--- config.mk ---
export PLATFORM = sky130hd
export DESIGN_NAME = rau_divider
export DESIGN_NICKNAME = d
export VERILOG_FILES = /design/src/rau_pkg.sv /design/src/rau_divider.sv
export SDC_FILE = /design/constraint.sdc
export NUM_CORES = 1
export LEC_CHECK = 0
export ABC_AREA = 1
export BUFFER_PORTS_ARGS = -buffer_cell sky130_fd_sc_hd__buf_4
export CORE_UTILIZATION = 40
export DETAILED_ROUTE_END_ITERATION = 7
export PLACE_DENSITY = 0.6
export SYNTH_ARGS = -nofsm -noshare
export SYNTH_HDL_FRONTEND = slang
export SYNTH_SLANG_ARGS = --single-unit
--- constraint.sdc ---
create_clock -name clk -period 9.2 [get_ports clk]
set_input_delay 0 -clock clk [delete_from_list [all_inputs] [get_ports clk]]
set_output_delay 0 -clock clk [all_outputs]
set_load 0.03 [all_outputs]
--- src/rau_pkg.sv ---
// shared constants, codes and types for the rational arithmetic unit
`default_nettype none
package rau_pkg;
  localparam int WIDTH = 32;
  localparam int NW = 64;

  localparam logic [2:0] OP_ADD = 3'd0;
  localparam logic [2:0] OP_SUB = 3'd1;
  localparam logic [2:0] OP_MUL = 3'd2;
  localparam logic [2:0] OP_DIV = 3'd3;
  localparam logic [2:0] OP_POW = 3'd4;

  localparam logic [1:0] ST_OK     = 2'd0;
  localparam logic [1:0] ST_OVF    = 2'd1;
  localparam logic [1:0] ST_DIV0   = 2'd2;
  localparam logic [1:0] ST_NEGEXP = 2'd3;

  localparam logic [NW-1:0] DLIM = (64'd1 << (WIDTH - 1)) - 64'd1;
  localparam logic [NW-1:0] PLIM = 64'd1 << (WIDTH - 1);

  typedef struct packed {
    logic          start;
    logic [NW-1:0] x;
    logic [NW-1:0] y;
  } div_req_t;

  typedef struct packed {
    logic          busy;
    logic          done;
    logic [NW-1:0] quo;
    logic [NW-1:0] rem;
  } div_rsp_t;
endpackage
`default_nettype wire

--- src/rau_divider.sv ---
// radix-2 restoring divider for 64-bit unsigned operands, one bit per cycle
`default_nettype none
module rau_divider (
  input  wire logic              clk,
  input  wire logic              rst_n,
  input  wire rau_pkg::div_req_t req,
  output rau_pkg::div_rsp_t      rsp
);
  logic [rau_pkg::NW-1:0] q_r, q_nxt, r_r, r_nxt, d_r;
  logic [6:0]             cnt_r;
  logic                   busy_r, done_r;
  logic [rau_pkg::NW:0]   trial;
  logic [rau_pkg::NW:0]   diff;

  always_comb begin
    trial = {r_r, q_r[rau_pkg::NW-1]};
    diff  = trial - {1'b0, d_r};
    if (!diff[rau_pkg::NW]) begin
      r_nxt = diff[rau_pkg::NW-1:0];
      q_nxt = {q_r[rau_pkg::NW-2:0], 1'b1};
    end else begin
      r_nxt = trial[rau_pkg::NW-1:0];
      q_nxt = {q_r[rau_pkg::NW-2:0], 1'b0};
    end
  end

  always_ff @(posedge clk) begin
    if (!rst_n) begin
      busy_r <= 1'b0;
      done_r <= 1'b0;
      cnt_r  <= '0;
    end else begin
      done_r <= 1'b0;
      if (req.start) begin
        busy_r <= 1'b1;
        cnt_r  <= 7'(rau_pkg::NW);
        q_r    <= req.x;
        r_r    <= '0;
        d_r    <= req.y;
      end else if (busy_r) begin
        q_r   <= q_nxt;
        r_r   <= r_nxt;
        cnt_r <= cnt_r - 7'd1;
        if (cnt_r == 7'd1) begin
          busy_r <= 1'b0;
          done_r <= 1'b1;
        end
      end
    end
  end

  assign rsp.busy = busy_r;
  assign rsp.done = done_r;
  assign rsp.quo  = q_r;
  assign rsp.rem  = r_r;

  a_done_after_busy: assert property (@(posedge clk) disable iff (!rst_n)
    rsp.done |-> $past(busy_r)) else $error("divider done without busy");
  a_no_overlap: assert property (@(posedge clk) disable iff (!rst_n)
    busy_r |-> !req.start) else $error("divider restarted while busy");
  a_cnt_range: assert property (@(posedge clk) disable iff (!rst_n)
    busy_r |-> (cnt_r != 7'd0)) else $error("divider count underflow");
endmodule
`default_nettype wire

==> impl_metrics.env <==
export IMPL_status="finished with violations"
export IMPL_violations="DRC"
export IMPL_drc=1
export IMPL_wire_per_inst_um=16.10
export IMPL_ir_drop_v=0.0001351
export IMPL_dp_slack_ps=6168
export IMPL_area_growth_syn_to_layout_pct=29.52
export IMPL_cts_max_path_buffers=3
export IMPL_met3_usage_pct=4.829
export IMPL_place_area_sq_um=16950
export IMPL_start_util_pct=40.85
export IMPL_synth_seq_area_share_pct=40.62
export IMPL_clock_skew_ps=18.45
export IMPL_dp_hpwl_um=37580
export IMPL_hold_path_class="in -> reg"
export IMPL_worstSkewPairLatency_ps=550
export IMPL_die_h_um=193.3
export IMPL_ant_nets=0
export IMPL_grt_first_pass_wirelength_um=75190
export IMPL_cpMaxStageDelayCell="fa_1"
export IMPL_cap_violations=0
export IMPL_hold_violations=0
export IMPL_die_w_um=193.3
export IMPL_ys_top_cells_by_count="931 x nand2_1, 411 x inv_1, 227 x nor2_1, 192 x edfxtp_1, 66 x ha_1"
export IMPL_final_setup_worst_slack_ps=6124
export IMPL_slew_headroom_pct=33.50
export IMPL_synth_nets=2344
export IMPL_h_tree_depth=1
export IMPL_fin_area_sq_um=18960
export IMPL_die_area_sq_um=37360
export IMPL_ys_ff_latch=201
export IMPL_drive_above_1_share_pct=13.79
export IMPL_cts_sinks=201
export IMPL_cts_tree="yes"
export IMPL_via_count=13990
export IMPL_fmax_ghz=0.3251
export IMPL_io_buffers=260
export IMPL_n_antenna_cell=0
export IMPL_startpoint_type="flip-flop"
export IMPL_critPathArrivalTime_ps=3360
export IMPL_setup_tns_ps=0
export IMPL_synth_top_area_share_pct=39.39
export IMPL_layout_nets=2726
export IMPL_slowest_delay_ps=420
export IMPL_multiInputGateArea_sq_um=6868
export IMPL_syn_area_sq_um=14640
export IMPL_netlist_top_cells_area="edfxtp_1 39%, nand2_1 24%, inv_1 11%"
export IMPL_io_pins=261
export IMPL_leakagePower_nw=10.14
export IMPL_rows=69
export IMPL_antenna_found_initial=0
export IMPL_maxSlewViolCount=0
export IMPL_synth_main_ff_cell="edfxtp_1"
export IMPL_drtIter0Drc=763
export IMPL_fin_util_pct=52.91
export IMPL_overflow=0
export IMPL_critPathMaxFanout=63
export IMPL_gp_congestion=0.9428
export IMPL_synth_warnings=0
export IMPL_grt_total_usage_pct=25.66
export IMPL_ys_async_sr_fraction_pct=0
export IMPL_grt_busiest_layer="met2"
export IMPL_clk_pin_slew_worst_paths_ps=60
export IMPL_crit_path_end_kind="flip-flop"
export IMPL_fin_crit_sh_pct=33.43
export IMPL_grt_max_degree=73
export IMPL_yosysTopAreaCell="edfxtp_1"
export IMPL_power_density_nw_per_um2=194.4
export IMPL_postCtsSetupBuffers=0
export IMPL_worst_ep_required_time_ps=9490
export IMPL_drt_pass1_iter_count=8
export IMPL_synth_edff_count=192
export IMPL_avgViaCountPerCell=4.652
export IMPL_core_sq_um=35830
export IMPL_rsz0062_at_grt="false"
export IMPL_root_buffer="clkbuf_16"
export IMPL_grtUsageMet2_pct=43.96
export IMPL_finalWirelength_um=48410
export IMPL_grt_pass1_vias=13820
export IMPL_num_fill_cells=3577
export IMPL_crit_chain="inv_1, ha_1, fa_1, inv_1, nand2_1, nand2_1, nand3_1, nand2_2, nand2_1, nand2_2, nand2_2, nand2_4, nand2_4, nand3_2, nand2_8, nor2_1, nor2_1"
export IMPL_grtUsageMet1_pct=32.82
export IMPL_yosysMostFrequentCell="nand2_1"
export IMPL_netlist_instances=2146
export IMPL_seq_area_sq_um=5946
export IMPL_path_class="reg -> reg"
export IMPL_yosysUniqueCellTypes=40
export IMPL_tightest_slew_ps=997.5
export IMPL_period_needed_ps=3076
export IMPL_setup_viol=0
export IMPL_cts_buffers=24
export IMPL_syn_avg_cell_area_sq_um=6.820
[stage by stage]
step / std cells / power (mW) / hold WS, ps
global route: 3007 / 3.934 / 133.1
global placement: 2834 / 2.770 / 178.3
floorplan: 2146 / 2.313 / 98.87
CTS: 3007 / 3.715 / 88.88
finish: 3007 / 3.684 / 98.39
detailed placement: 2834 / 2.780 / 179.3
[sequential cells by signal (all words and copies together), names as in the netlist]
name and cells:
busy_r 1, cnt_r 7, d_r 64, done_r 1, q_r 64, r_r 64
[cells by family after synthesis]
group	share of synthesized area [%]
flops	40.62
simple gates	36.18
xor+xnor	1.915
compound gates	3.001
buf+inv	12.51
fa+ha+maj	5.779
[layer usage]
metal / part of all wire (%) / up-vias
met3: 5.7 / 61
met1: 45 / 6277
met5: 0 / -
li1: - / 7272
met2: 47 / 379
met4: 2.7 / 0
[power by group]
part           total [mW]  switching [mW]  internal (mW)
Combinational        1.59            1.06          0.527
Clock               0.874           0.393          0.480
Sequential           1.22          0.0740           1.15
Total                3.68            1.53           2.15
[area by class of cell]
type | count | share of cell area [%]
clock inverters | 16 | 0.5082
flip-flops and latches | 201 | 31.36
inverters | 423 | 8.382
repair buffers | 392 | 17.23
multi-input cells | 1486 | 36.23
well taps | 461 | 3.043
clock buffers | 28 | 3.247
[repair_timing]
item                      in CTS  in global routing
resized for setup              0                  0
hold endpoints to repair     137                  0
hold buffers                 129                  0
[placed cells by master, fill, tap and decap left out, types with 8 or more instances in the layout]
cell / netlist / routed
nand2_2: 18 / 18
xor2_1: 32 / 32
nor3_1: 12 / 12
nor2_1: 227 / 227
o21bai_1: 9 / 9
inv_2: 11 / 12
dlygate4sd3_1: 0 / 129
clkbuf_16: 0 / 24
buf_4: 2 / 263
clkinv_1: 1 / 11
nand3b_1: 14 / 14
a21oi_1: 57 / 57
nand2_1: 931 / 930
edfxtp_1: 192 / 192
dfxtp_1: 9 / 9
nor2_2: 8 / 8
inv_1: 411 / 409
ha_1: 66 / 66
o21ai_0: 8 / 8
nand4_1: 15 / 15
nand3_1: 60 / 60
[final timing paths]
| path | slack (ps) | startpoint | end | cells after the start |
|---|---|---|---|---|
| worst min register to register | 470 | cnt_r[6] | cnt_r[6] | 2 |
| worst max register to register | 6120 | q_r[63] | r_r[52] | 17 |
| worst max-delay path | 6120 | q_r[63] | r_r[52] | 17 |
| worst min-delay path | 100 | req[128] | done_r | 2 |
[worst max-delay path: cells and delay by family, from the launching register on]
family                     cells  cell delay, ps
buffers and inverters          2             170
and+or+nand+nor               13            1580
adders and majority gates      2             640
DFF                            1             370
Note: power is estimated with default switching activity, not from simulation.
